### src/rtl/core/tfsd_pkg.sv
package tfsd_pkg;

  // delay line geometry
  localparam int WIN_LEN = 36;
  localparam int PRE_LEN = 34;

  // reset magnitude of both slicer thresholds, in converter counts
  localparam int THRESH_RST_MAG = 205;

  typedef logic signed [1:0] trit_t;

  localparam trit_t TRIT_ZERO = 2'sb00;
  localparam trit_t TRIT_POS  = 2'sb01;
  localparam trit_t TRIT_NEG  = 2'sb11;

  // holds 0..WIN_LEN
  typedef logic [$clog2(WIN_LEN+1)-1:0] fill_t;

  typedef enum logic {
    REG_HIGH_THRESHOLD = 1'b0,
    REG_LOW_THRESHOLD  = 1'b1
  } cfg_reg_e;

  typedef struct packed {
    logic [2:0] code;
    logic       code_valid;
    logic       segment_end;
    logic       run_last;
  } result_t;

  // preamble repeats +1 -1 -1 +1
  function automatic trit_t pre_trit(input int i);
    logic [1:0] ph;
    ph = i[1:0];
    return (ph == 2'd0 || ph == 2'd3) ? TRIT_POS : TRIT_NEG;
  endfunction

  // oldest trit at index 0
  function automatic logic is_marker(input trit_t w [WIN_LEN]);
    logic pre_ok;
    logic tail_ok;
    pre_ok = 1'b1;
    for (int i = 0; i < PRE_LEN; i++) begin
      if (w[i] != pre_trit(i)) pre_ok = 1'b0;
    end
    tail_ok = (w[PRE_LEN] == TRIT_ZERO && w[PRE_LEN+1] == TRIT_POS) ||
              (w[PRE_LEN] == TRIT_POS  && w[PRE_LEN+1] == TRIT_NEG) ||
              (w[PRE_LEN] == TRIT_POS  && w[PRE_LEN+1] == TRIT_ZERO) ||
              (w[PRE_LEN] == TRIT_POS  && w[PRE_LEN+1] == TRIT_POS);
    return pre_ok & tail_ok;
  endfunction

  // returns {emit, code}; the pair (0,0) emits nothing
  function automatic logic [3:0] pair_code(input trit_t first, input trit_t second);
    logic [3:0] idx;
    logic [2:0] code;
    idx  = 4'(3 * (int'(first) + 1) + int'(second) + 1);
    code = (idx > 4'd4) ? 3'(idx - 4'd1) : idx[2:0];
    return {(idx != 4'd4), code};
  endfunction

endpackage

### src/rtl/core/ternary_frame_sync_decoder.sv
// Ternary line decoder with sync-marker framing. Each input transfer carries one
// signed ADC sample taken at the symbol instant; it is sliced against the high and
// low threshold registers into a trit (+1 above high, else -1 below low, else 0)
// and shifted into a 36-trit delay line. Once the line is full its contents are
// compared in parallel with four sync markers (common 34-trit preamble of
// +1 -1 -1 +1 repeated, then +1 -1, and tails 0+1, +1-1, +1 0, +1+1). A match
// swallows the whole line and closes the current segment, giving a segment_end
// result if the segment held any data; otherwise the oldest trit leaves as data.
// Data trits pair up in order and each pair yields a 3-bit code, except (0,0)
// which yields nothing; an odd trit left when a segment closes is dropped.
// Rate: one sample is accepted every cycle unless a flush runs or the two-entry
// output queue is full; an ordinary sample gives at most one result, so the input
// keeps moving while one finished result waits on a stalled output. A sample with
// stream_end set starts a flush, which walks the delay line one trit per cycle,
// skipping stale entries, then draining the valid ones as data while holding
// whenever a result finds the queue full, and closes the final segment. No input
// is taken during the flush. Configuration writes are taken at any edge with
// cfg_we_i high and must only happen while the block is idle.
module ternary_frame_sync_decoder #(
  parameter int SAMPLE_BITS = 12
) (
  input  logic                          clk_i,
  input  logic                          rst_ni,
  // configuration
  input  logic                          cfg_we_i,
  input  logic [0:0]                    cfg_index_i,
  input  logic [SAMPLE_BITS-1:0]        cfg_wdata_i,
  // sample channel
  input  logic                          in_valid_i,
  output logic                          in_stall_o,
  input  logic signed [SAMPLE_BITS-1:0] sample_i,
  input  logic                          stream_end_i,
  // result channel
  output logic                          out_valid_o,
  input  logic                          out_stall_i,
  output logic [2:0]                    code_o,
  output logic                          code_valid_o,
  output logic                          segment_end_o,
  output logic                          run_last_o
);

  localparam int WIN_LEN = tfsd_pkg::WIN_LEN;

  // reset thresholds, clamped to the sample range (same slicing result)
  localparam int SAMPLE_MAX = (1 << (SAMPLE_BITS - 1)) - 1;
  localparam int HIGH_RST_INT =
    (tfsd_pkg::THRESH_RST_MAG > SAMPLE_MAX) ? SAMPLE_MAX : tfsd_pkg::THRESH_RST_MAG;
  localparam int LOW_RST_INT =
    (tfsd_pkg::THRESH_RST_MAG > SAMPLE_MAX + 1) ? -(SAMPLE_MAX + 1)
                                                : -tfsd_pkg::THRESH_RST_MAG;
  localparam logic signed [SAMPLE_BITS-1:0] HIGH_RST = SAMPLE_BITS'(HIGH_RST_INT);
  localparam logic signed [SAMPLE_BITS-1:0] LOW_RST  = SAMPLE_BITS'(LOW_RST_INT);

  // threshold registers
  logic signed [SAMPLE_BITS-1:0] high_q;
  logic signed [SAMPLE_BITS-1:0] low_q;

  // delay line: index 0 is the next trit to leave, newest enters at the top
  tfsd_pkg::trit_t win_q [WIN_LEN];
  tfsd_pkg::trit_t win_d [WIN_LEN];
  tfsd_pkg::trit_t win_sh [WIN_LEN];
  tfsd_pkg::trit_t win_fl [WIN_LEN];

  // number of valid trits, counted from the top of the line
  tfsd_pkg::fill_t fill_q, fill_d;
  tfsd_pkg::fill_t fill_inc;
  tfsd_pkg::fill_t fill_step;

  // pairing and segment state
  tfsd_pkg::trit_t held_q, held_d;
  logic            phase_q, phase_d;
  logic            nonempty_q, nonempty_d;

  // flush engine: skip the stale entries, then drain the valid ones
  logic            flush_q, flush_d;
  tfsd_pkg::fill_t skip_q, skip_d;
  tfsd_pkg::fill_t left_q, left_d;

  // output queue
  tfsd_pkg::result_t fifo_q [2];
  logic              wr_ptr_q;
  logic              rd_ptr_q;
  logic [1:0]        cnt_q;
  logic              push;
  tfsd_pkg::result_t push_res;
  logic              pop;
  logic              room;

  logic            accept;
  tfsd_pkg::trit_t t_in;
  logic            full;
  logic            marker;
  tfsd_pkg::trit_t dt_trit;
  logic [3:0]      pc;
  logic            dt_emit;

  assign pop        = (cnt_q != 2'd0) & ~out_stall_i;
  assign room       = (cnt_q != 2'd2) | pop;
  assign in_stall_o = flush_q | ~room;
  assign accept     = in_valid_i & ~in_stall_o;

  // slicer, the +1 test wins when thresholds overlap
  always_comb begin
    if (sample_i > high_q) begin
      t_in = tfsd_pkg::TRIT_POS;
    end else if (sample_i < low_q) begin
      t_in = tfsd_pkg::TRIT_NEG;
    end else begin
      t_in = tfsd_pkg::TRIT_ZERO;
    end
  end

  // shifted views of the line
  always_comb begin
    for (int i = 0; i < WIN_LEN - 1; i++) begin
      win_sh[i] = win_q[i+1];
      win_fl[i] = win_q[i+1];
    end
    win_sh[WIN_LEN-1] = t_in;
    win_fl[WIN_LEN-1] = tfsd_pkg::TRIT_ZERO;
  end

  assign fill_inc = fill_q + tfsd_pkg::fill_t'(1);
  assign full     = (fill_inc == tfsd_pkg::fill_t'(WIN_LEN));
  assign marker   = full & tfsd_pkg::is_marker(win_sh);

  // one pairing unit shared by the sample path and the flush
  assign dt_trit = flush_q ? win_q[0] : win_sh[0];
  assign pc      = tfsd_pkg::pair_code(held_q, dt_trit);
  assign dt_emit = phase_q & pc[3];

  always_comb begin
    win_d      = win_q;
    fill_d     = fill_q;
    held_d     = held_q;
    phase_d    = phase_q;
    nonempty_d = nonempty_q;
    flush_d    = flush_q;
    skip_d     = skip_q;
    left_d     = left_q;
    fill_step  = fill_q;
    push       = 1'b0;
    push_res   = '0;

    if (accept) begin
      win_d = win_sh;
      if (marker) begin
        // marker swallows the line and closes the segment
        fill_step            = '0;
        push                 = nonempty_q;
        push_res.segment_end = 1'b1;
        nonempty_d           = 1'b0;
        phase_d              = 1'b0;
        held_d               = tfsd_pkg::TRIT_ZERO;
      end else if (full) begin
        // oldest trit leaves as data
        fill_step  = tfsd_pkg::fill_t'(WIN_LEN - 1);
        nonempty_d = 1'b1;
        if (!phase_q) begin
          held_d  = dt_trit;
          phase_d = 1'b1;
        end else begin
          phase_d             = 1'b0;
          push                = pc[3];
          push_res.code       = pc[2:0];
          push_res.code_valid = 1'b1;
        end
      end else begin
        fill_step = fill_inc;
      end

      if (stream_end_i) begin
        // the closing segment_end, if any, carries run_last instead
        flush_d           = 1'b1;
        skip_d            = tfsd_pkg::fill_t'(WIN_LEN) - fill_step;
        left_d            = fill_step;
        fill_d            = '0;
        push_res.run_last = ~(nonempty_d | (fill_step != '0));
      end else begin
        fill_d            = fill_step;
        push_res.run_last = 1'b1;
      end
    end else if (flush_q) begin
      if (left_q == '0) begin
        // close the final segment and return to reset state
        if (!nonempty_q || room) begin
          push                 = nonempty_q;
          push_res.segment_end = 1'b1;
          push_res.run_last    = 1'b1;
          nonempty_d           = 1'b0;
          phase_d              = 1'b0;
          held_d               = tfsd_pkg::TRIT_ZERO;
          flush_d              = 1'b0;
        end
      end else if (skip_q != '0) begin
        win_d  = win_fl;
        skip_d = skip_q - tfsd_pkg::fill_t'(1);
      end else if (!dt_emit || room) begin
        win_d      = win_fl;
        left_d     = left_q - tfsd_pkg::fill_t'(1);
        nonempty_d = 1'b1;
        if (!phase_q) begin
          held_d  = dt_trit;
          phase_d = 1'b1;
        end else begin
          phase_d             = 1'b0;
          push                = pc[3];
          push_res.code       = pc[2:0];
          push_res.code_valid = 1'b1;
        end
      end
    end
  end

  // configuration registers
  always_ff @(posedge clk_i or negedge rst_ni) begin
    if (!rst_ni) begin
      high_q <= HIGH_RST;
      low_q  <= LOW_RST;
    end else if (cfg_we_i) begin
      unique case (cfg_index_i)
        tfsd_pkg::REG_HIGH_THRESHOLD: high_q <= cfg_wdata_i;
        tfsd_pkg::REG_LOW_THRESHOLD:  low_q  <= cfg_wdata_i;
        default: ;
      endcase
    end
  end

  // control state
  always_ff @(posedge clk_i or negedge rst_ni) begin
    if (!rst_ni) begin
      fill_q     <= '0;
      held_q     <= tfsd_pkg::TRIT_ZERO;
      phase_q    <= 1'b0;
      nonempty_q <= 1'b0;
      flush_q    <= 1'b0;
      skip_q     <= '0;
      left_q     <= '0;
      wr_ptr_q   <= 1'b0;
      rd_ptr_q   <= 1'b0;
      cnt_q      <= 2'd0;
    end else begin
      fill_q     <= fill_d;
      held_q     <= held_d;
      phase_q    <= phase_d;
      nonempty_q <= nonempty_d;
      flush_q    <= flush_d;
      skip_q     <= skip_d;
      left_q     <= left_d;
      if (push) wr_ptr_q <= ~wr_ptr_q;
      if (pop)  rd_ptr_q <= ~rd_ptr_q;
      cnt_q <= cnt_q + 2'(push) - 2'(pop);
    end
  end

  // delay line and queue payload, only read where marked valid
  always_ff @(posedge clk_i) begin
    win_q <= win_d;
    if (push) fifo_q[wr_ptr_q] <= push_res;
  end

  assign out_valid_o   = (cnt_q != 2'd0);
  assign code_o        = fifo_q[rd_ptr_q].code;
  assign code_valid_o  = fifo_q[rd_ptr_q].code_valid;
  assign segment_end_o = fifo_q[rd_ptr_q].segment_end;
  assign run_last_o    = fifo_q[rd_ptr_q].run_last;

endmodule

### config.mk
export PLATFORM = sky130hd
export DESIGN_NAME = ternary_frame_sync_decoder
export DESIGN_NICKNAME = d
export VERILOG_FILES = /design/src/rtl/core/tfsd_pkg.sv /design/src/rtl/core/ternary_frame_sync_decoder.sv
export SDC_FILE = /design/constraint.sdc
export NUM_CORES = 1
export LEC_CHECK = 0
export BUFFER_PORTS_ARGS = -buffer_cell sky130_fd_sc_hd__buf_4
export CORE_UTILIZATION = 45
export DETAILED_ROUTE_END_ITERATION = 12
export GPL_TIMING_DRIVEN = 0
export HOLD_SLACK_MARGIN = 0.05
export PLACE_DENSITY_LB_ADDON = 0.12
export SLEW_MARGIN = 20
export SYNTH_ARGS = -nofsm -noshare
export SYNTH_HDL_FRONTEND = slang
export SYNTH_SLANG_ARGS = --single-unit
### constraint.sdc
create_clock -name clk_i -period 10.4 [get_ports clk_i]
set_input_delay 2.08 -clock clk_i [delete_from_list [all_inputs] [get_ports clk_i]]
set_output_delay 2.08 -clock clk_i [all_outputs]
set_load 0.03 [all_outputs]
==> reports/qor.yml, run 1 <==
placed_design:
  post-place-ws_ps: 5450
  place_congestion: 0.804
  portBuffers: 37
  dpl.hpwl_um: 8470
  dp.cells: 740
  place_area_um2: 7060
clock_network:
  clk_latency_ps: 430
  htree_levels: 4
  cts_setup_buffers: 0
  clockBufferDepth: 2
  cts-resized-gates: 0
  ctsHoldBuffers: 0
  cts_tree: "built"
  clock-sinks: 135
  cts.clk_slew.worst_paths_ps: 60
  cts_made_buffers: 17
  cts_root_buf: "clkbuf_16"
yosys:
  yosysTopAreaCellShare: 0.387
  synthAdderAreaFrac: 0.0779
  yosysWarnings: 0
  syn_inst: 522
  synthTopCellsByArea: "edfxtp_1 39%, dfrtp_1 15%, ha_1 7.5%"
  ys_types: 72
  synthFlopType: "edfxtp_1"
  synth-simple-area-share: 0.133
  synth-seq-cells: 135
  syn-num-nets: 593
  synthXorXnorAreaFrac: 0.0213
  seq_area_frac_synth: 0.585
  yosysTopAreaCell: "edfxtp_1"
  synthesis.area_um2: 6520
  synth_top_family_by_area: "simple AND/OR/NAND/NOR gates"
  synth_edf_count: 84
  synth_compound_area_frac: 0.0985
  avgSynthCellArea_um2: 12.5
  synth_mux_area_frac: 0.0461
  async_flop_share: 0.378
setup_path:
  r2r_slack_ps: 5970
  r2r_start: "held_q[0]"
  reg2regPathDepth: 14
  start_kind: "input port"
  worst_setup_path_end_kind: "primary output"
  timing.rr.end: "fifo_q[0][4]"
  worstPathRequired_ps: 8320
  arrival_ps: 2850
  crit_start: "out_stall_i"
  crit_type: "input port to primary output"
  path_max_fanout: 5
  endpoint: "in_stall_o"
power:
  power_density_nw_per_um2: 314
  ir_worst_vdd_mv: 0.130
  p_leak_nw: 3.08
  finalPower_mw: 2.39
cells_and_area:
  layout_commonest_cell: "edfxtp_1"
  n_fill_cell: 1210
  stdcell_count: 772
  final_cell_mix: "84 x edfxtp_1, 44 x inv_1, 42 x nand2_1"
  final_util: 0.545
  final_area_um2: 7630
  nNetsFinal: 650
  antenna_cells: 0
  area_growth_pct: 17.0
  drive_gt1_frac: 0.211
floorplan:
  core_um2: 14000
  start_util: 0.466
  die_h_um: 122
  die_x_um: 122
  die-area_um2: 15000
  ios: 39
  rows: 43
detailed_routing:
  first_iter_violations: 208
  post_drt_wl_per_cell_um: 15.8
  wl_um: 12200
  ant_nets: 0
  viasPerCell: 5.38
  dr_wl_met3_um: 449
  route.met2.wl_um: 5730
  drc: 0
  dr.pass1.iters: 4
  highest_layer: "met4"
  wl_met1_um: 5810
  routed-via-count: 4156
timing:
  setup_viol: 0
  report.final.slew_viol_count: 0
  finClkSkew_ps: 12.0
  finalHoldViolations: 0
  slew_headroom: 0.403
  fin_crit_sh: 0.474
  holdWs_ps: 439
  max_slew.worst_pin.slew_ps: 888
  rsz0062_at_grt: "no"
  layout_setup_ws_ps: 5470
  fmaxAchievable_mhz: 203
  final.min_clock_period_ps: 4930
  setup-tns-final_ps: 0
run_status:
  status: "finished clean"
flow_run:
  max_cap_viol_count: 0
global_route:
  overflow: 0
  antenna_found_initial: 0
  grt_pass1_wl_um: 20500
  grt_pass1_vias: 4182
  grt_max_degree: 55
  grt_use_total: 0.183
min_path:
  min_path_type: "register to register"
-- sequential cells by signal, summed over array words and instances, names as in the netlist --
name / cells
win_fl: 70
fifo_q: 12
high_q: 12
low_q: 12
fill_q: 6
left_q: 6
skip_q: 6
cnt_q: 2
held_q: 2
win_q: 2
flush_q: 1
nonempty_q: 1
phase_q: 1
rd_ptr_q: 1
wr_ptr_q: 1
-- how the worst min path moves through the flow --
| stage | from | to | slack, ps | cells past startpoint |
|---|---|---|---|---|
| 3_5_place_dp | win_fl[47] | win_fl[49] | 420 | 0 |
| 6_report | win_fl[7] | win_fl[9] | 440 | 0 |
| 5_1_grt | win_fl[7] | win_fl[9] | 440 | 0 |
| 4_1_cts | win_fl[7] | win_fl[9] | 440 | 0 |
| 3_3_place_gp | win_fl[7] | win_fl[9] | 420 | 0 |
| 2_1_floorplan | win_fl[15] | win_fl[17] | 420 | 0 |
-- per-layer routing --
layer  vias to the layer above  track usage
li1                       2048            -
met1                      2021        0.240
met2                        68        0.283
met3                        19       0.0455
met4                         0       0.0861
met5                         -            0
-- cell usage after synthesis (6+ instances only) --
cell type,count
nand4_1,8
o31ai_1,6
nor3b_1,9
nand2_1,42
o21ai_0,26
edfxtp_1,84
nand3_1,9
clkbuf_1,11
inv_1,44
a21oi_1,18
xnor2_1,9
mux2_2,19
nor3_1,7
nand4b_1,7
ha_1,39
dfstp_2,13
nor2_1,19
dfrtp_1,38
nor4_1,8
-- cells by family (layout without fill, tap and decap cells) --
logic type,after synthesis,in the layout
flops,135,135
fa+ha+maj,40,40
simple gates,150,150
mux,26,26
buf+inv,60,130
xor+xnor,15,15
compound gates,96,96
-- worst max-delay path, stage by stage --
cell and delay (ps):
buf_4 110, and3b_1 150, clkbuf_1 150, nor2_1 140
inv_1 50, buf_4 160
-- cell type report --
| class | count | area (um2) | area share |
|---|---|---|---|
| flip-flops and latches | 135 | 3810 | 0.500 |
| multi-input cells | 327 | 2460 | 0.323 |
| clock buffers | 18 | 429 | 0.0563 |
| repair buffers | 38 | 305 | 0.0400 |
| well taps | 180 | 225 | 0.0295 |
| inverters | 44 | 165 | 0.0217 |
| clock inverters | 14 | 140 | 0.0184 |
| plain buffers | 16 | 83.8 | 0.0110 |
-- report_power, final --
| part | leakage, nW | total [mW] | switching [mW] | internal [mW] |
|---|---|---|---|---|
| Clock | 0.275 | 0.581 | 0.246 | 0.335 |
| Sequential | 1.44 | 1.01 | 0.136 | 0.871 |
| Combinational | 1.36 | 0.804 | 0.454 | 0.350 |
| Total | 3.08 | 2.39 | 0.835 | 1.56 |
Note: power is estimated with default switching activity, not from simulation.
==> inputs of run 2 (changes only) <==
- ABC_AREA: default -> 1
- clock period: 10.4 -> 4 ns (I/O delays scaled with it)
==> run 2 against run 1 <==
- cell count up 23%
- area after synthesis up 3.2%
- critical path depth up 15
- sequential cell count unchanged
- register-to-register slack worse by 5700 ps
- clock power rose to 2.9 times the previous value
- highest routed layer unchanged
==> reports/qor.yml, run 2 <==
yosys:
  ys_types: 42  # -42%
  syn_inst: 691  # +32%
  synthFlopType: "edfxtp_1"
  synth_common_cells: "151 x nand2_1, 112 x inv_1, 84 x edfxtp_1"
  avgSynthCellArea_um2: 9.73  # -22%
  seq_area_frac_synth: 0.567  # -0.0181
  yosysTopAreaCellShare: 0.375  # -0.0120
  synth_edf_count: 84  # unchanged
  synth.most_common_cell: "nand2_1"
  synthTopCellsByArea: "edfxtp_1 38%, dfrtp_1 14%, nand2_1 8.4%"
  synthesis.area_um2: 6730  # +3.2%
  syn-num-nets: 762  # +28%
  synth-seq-cells: 135  # unchanged
  yosysTopAreaCell: "edfxtp_1"
  async_flop_share: 0.378  # unchanged
  yosysWarnings: 0  # unchanged
global_route:
  grt_pass1_wl_um: 22300  # +8.9%
  grtUsageMet3: 0.0464  # +0.000853
  grt_max_degree: 52  # -5.5%
  grt_pass1_vias: 4831  # +16%
  antenna_found_initial: 0  # unchanged
  grt_use_total: 0.183  # about the same
  busiest_layer: "met2"
  grt_use_met2: 0.306  # +0.0231
  gr-usage-met1: 0.227  # -0.0135
  overflow: 0  # unchanged
clock_network:
  cts_root_buf: "clkbuf_16"
  cts_made_buffers: 17  # unchanged
  clk_latency_ps: 420  # about the same
  cts_tree: "built"
  cts.clk_slew.worst_paths_ps: 60  # about the same
  clockBufferDepth: 2  # unchanged
  htree_levels: 4  # unchanged
  ctsHoldBuffers: 0  # unchanged
  clock-sinks: 135  # unchanged
power:
  p_leak_nw: 3.61  # +17%
  p_sw_frac: 0.355  # +0.00517
  p_clk_frac: 0.262  # +0.019
  finalPower_mw: 6.39  # +170%
  combPwrFrac: 0.313  # -0.023
  p_seq_frac: 0.425  # +0.004
  power_density_nw_per_um2: 798  # +150%
  p_switching_mw: 2.27  # +170%
  ir_worst_vdd_mv: 0.330  # +150%
  internal-power_mw: 4.12  # +170%
setup_path:
  cp_cell_sequence: "inv_4, ha_4, xor2_1, ha_1, ha_1, ha_1, inv_1, fa_2, xnor2_1, nand3b_1, nand4_1, nand2_2, o21ai_2, nand2_1, nand2_2, nand2_2, ha_1, inv_1, ha_1, xnor2_1, xor2_1"
  crit_path_frequent_cell: "ha_1"
  r2r_start: "held_q[0]"
  timing.rr.end: "cnt_q[1]"
  arrival_ps: 4120  # +1270 ps
  start_kind: "register"
  worst_setup_path_end_kind: "register"
  worstPathRequired_ps: 4350  # -3970 ps
  r2r_slack_ps: 230  # -5740 ps
  cpMaxStageDelayCell: "dfrtp_2"
  max_stage_delay_ps: 460  # +300 ps
  cp_top_family: "adder cells"
  path_max_fanout: 6  # +1
  crit_type: "register to register"
  reg2regPathDepth: 21  # +7
  crit_buf_inv: 3  # -1
detailed_routing:
  first_iter_violations: 211  # +1.4%
  viasPerCell: 5.04  # -6.4%
  drc: 0  # unchanged
  wl_um: 12900  # +5.4%
  routed-via-count: 4796  # +15%
  ant_nets: 0  # unchanged
  dr.pass1.iters: 4  # unchanged
  post_drt_wl_per_cell_um: 13.5  # -15%
cells_and_area:
  nNetsFinal: 826  # +27%
  final_cell_mix: "148 x nand2_1, 110 x inv_1, 84 x edfxtp_1"
  largest_register_ffs: 70  # unchanged
  regArea_um2: 3820  # about the same
  layout_commonest_cell: "nand2_1"
  stdcell_count: 952  # +23%
  drive_gt1_frac: 0.168  # -0.0432
  n_fill_cell: 1327  # +9.7%
  multi_input_area_um2: 2470  # +0.20%
  antenna_cells: 0  # unchanged
  area_growth_pct: 19.1
placed_design:
  post-place-ws_ps: -146  # -5600 ps
  dpl.hpwl_um: 9260  # +9.3%
  place_congestion: 0.844  # +4.9%
  dp.cells: 915  # +24%
  portBuffers: 38  # +2.7%
floorplan:
  start_util: 0.463  # -0.00320
  ios: 39  # unchanged
  die_x_um: 124  # +1.6%
  die-area_um2: 15400  # +3.1%
  rows: 44  # +2.3%
  die_h_um: 124  # +1.6%
  core_um2: 14500  # +3.9%
timing:
  rsz0062_at_grt: "yes"
  finalHoldViolations: 0  # unchanged
  final.min_clock_period_ps: 3770
  slew_headroom: 0.559  # +0.157
  fmaxAchievable_mhz: 265
  finClkSkew_ps: 9.10  # -2.91 ps
  fin_crit_sh: 0.944
  setup_viol: 0  # unchanged
  layout_setup_ws_ps: 226  # -5240 ps
  setup-tns-final_ps: 0  # unchanged
  report.final.slew_viol_count: 0  # unchanged
  max_slew.worst_pin.slew_ps: 661  # -227 ps
run_status:
  status: "finished clean"
min_path:
  min_path_type: "input port to asynchronous set/reset pin"
flow_run:
  max_cap_viol_count: 0  # unchanged
run 2: worst max-delay path by stage:
stage,startpoint,cells after the start,slack (ps),endpoint
finish,held_q[0],21,230,cnt_q[1]
floorplan,held_q[0],16,-100,win_fl[10]
global placement,held_q[0],16,-690,win_fl[14]
CTS,held_q[0],21,60,cnt_q[1]
global route,held_q[0],21,-50,cnt_q[1]
detailed placement,held_q[0],18,-150,win_fl[12]
run 2: repair_timing:
item                       4_1_cts  5_1_grt
cloned                           1        0
pin swaps                        0        2
resized for setup                0        9
hold endpoints to repair         0        0
buffers inserted                 1        3
setup endpoints to repair       23       41
run 2: layout make-up:
cell class | instances | area share
Buffer | 8 | 0.00437
Timing Repair Buffer | 44 | 0.0453
Clock buffer | 19 | 0.0553
Timing Repair inverter | 1 | 0.000625
Tap cell | 184 | 0.0287
Clock inverter | 13 | 0.0237
Sequential cell | 135 | 0.476
Inverter | 119 | 0.0573
Multi-Input combinational cell | 429 | 0.308
run 2: through the flow:
stage                     hold WS (ps)  instance area, um2  utilization
after floorplan                    426                6760            -
after global placement             434                7270        0.500
after detailed placement           435                7320        0.504
after CTS                          428                7960        0.548
after global routing               463                8010        0.551
final                              407                8010        0.551
run 2: power groups by stage:
stage                     clock [mW]  sequential (mW)  combinational, mW
after detailed placement           0             2.73               1.97
final                           1.67             2.72               2.00
after floorplan                    0             2.61               1.46
after global placement             0             2.73               1.83
after global routing            1.77             2.80               2.30
after CTS                       1.71             2.72               1.99
run 2: logic make-up after synthesis:
logic type,count (synthesis),synth area share
and+or+nand+nor,281,0.187
DFF,135,0.567
buffers and inverters,127,0.0722
AOI/OAI and AO/OA,90,0.0731
adders and majority gates,40,0.0755
xor gates and xnor gates,18,0.0246
run 2: worst reg2reg max path, cell delays in order, from the launching register on:
cell and delay (ps):
dfrtp_2 460, inv_4 90, ha_4 200, xor2_1 140, ha_1 290, ha_1 280, ha_1 140, inv_1 50
fa_2 330, xnor2_1 140, nand3b_1 190, nand4_1 140, nand2_2 90, o21ai_2 120, nand2_1 80, nand2_2 80
nand2_2 70, ha_1 270, inv_1 40, ha_1 180, xnor2_1 180, xor2_1 160
run 2: routing by layer:
| metal | routed length, um | up-vias | share of wire |
|---|---|---|---|
| met5 | 0 | - | 0 |
| li1 | - | 2426 | - |
| met2 | 6320 | 58 | 0.49 |
| met3 | 343 | 11 | 0.027 |
| met1 | 6100 | 2301 | 0.47 |
| met4 | 122 | 0 | 0.0095 |
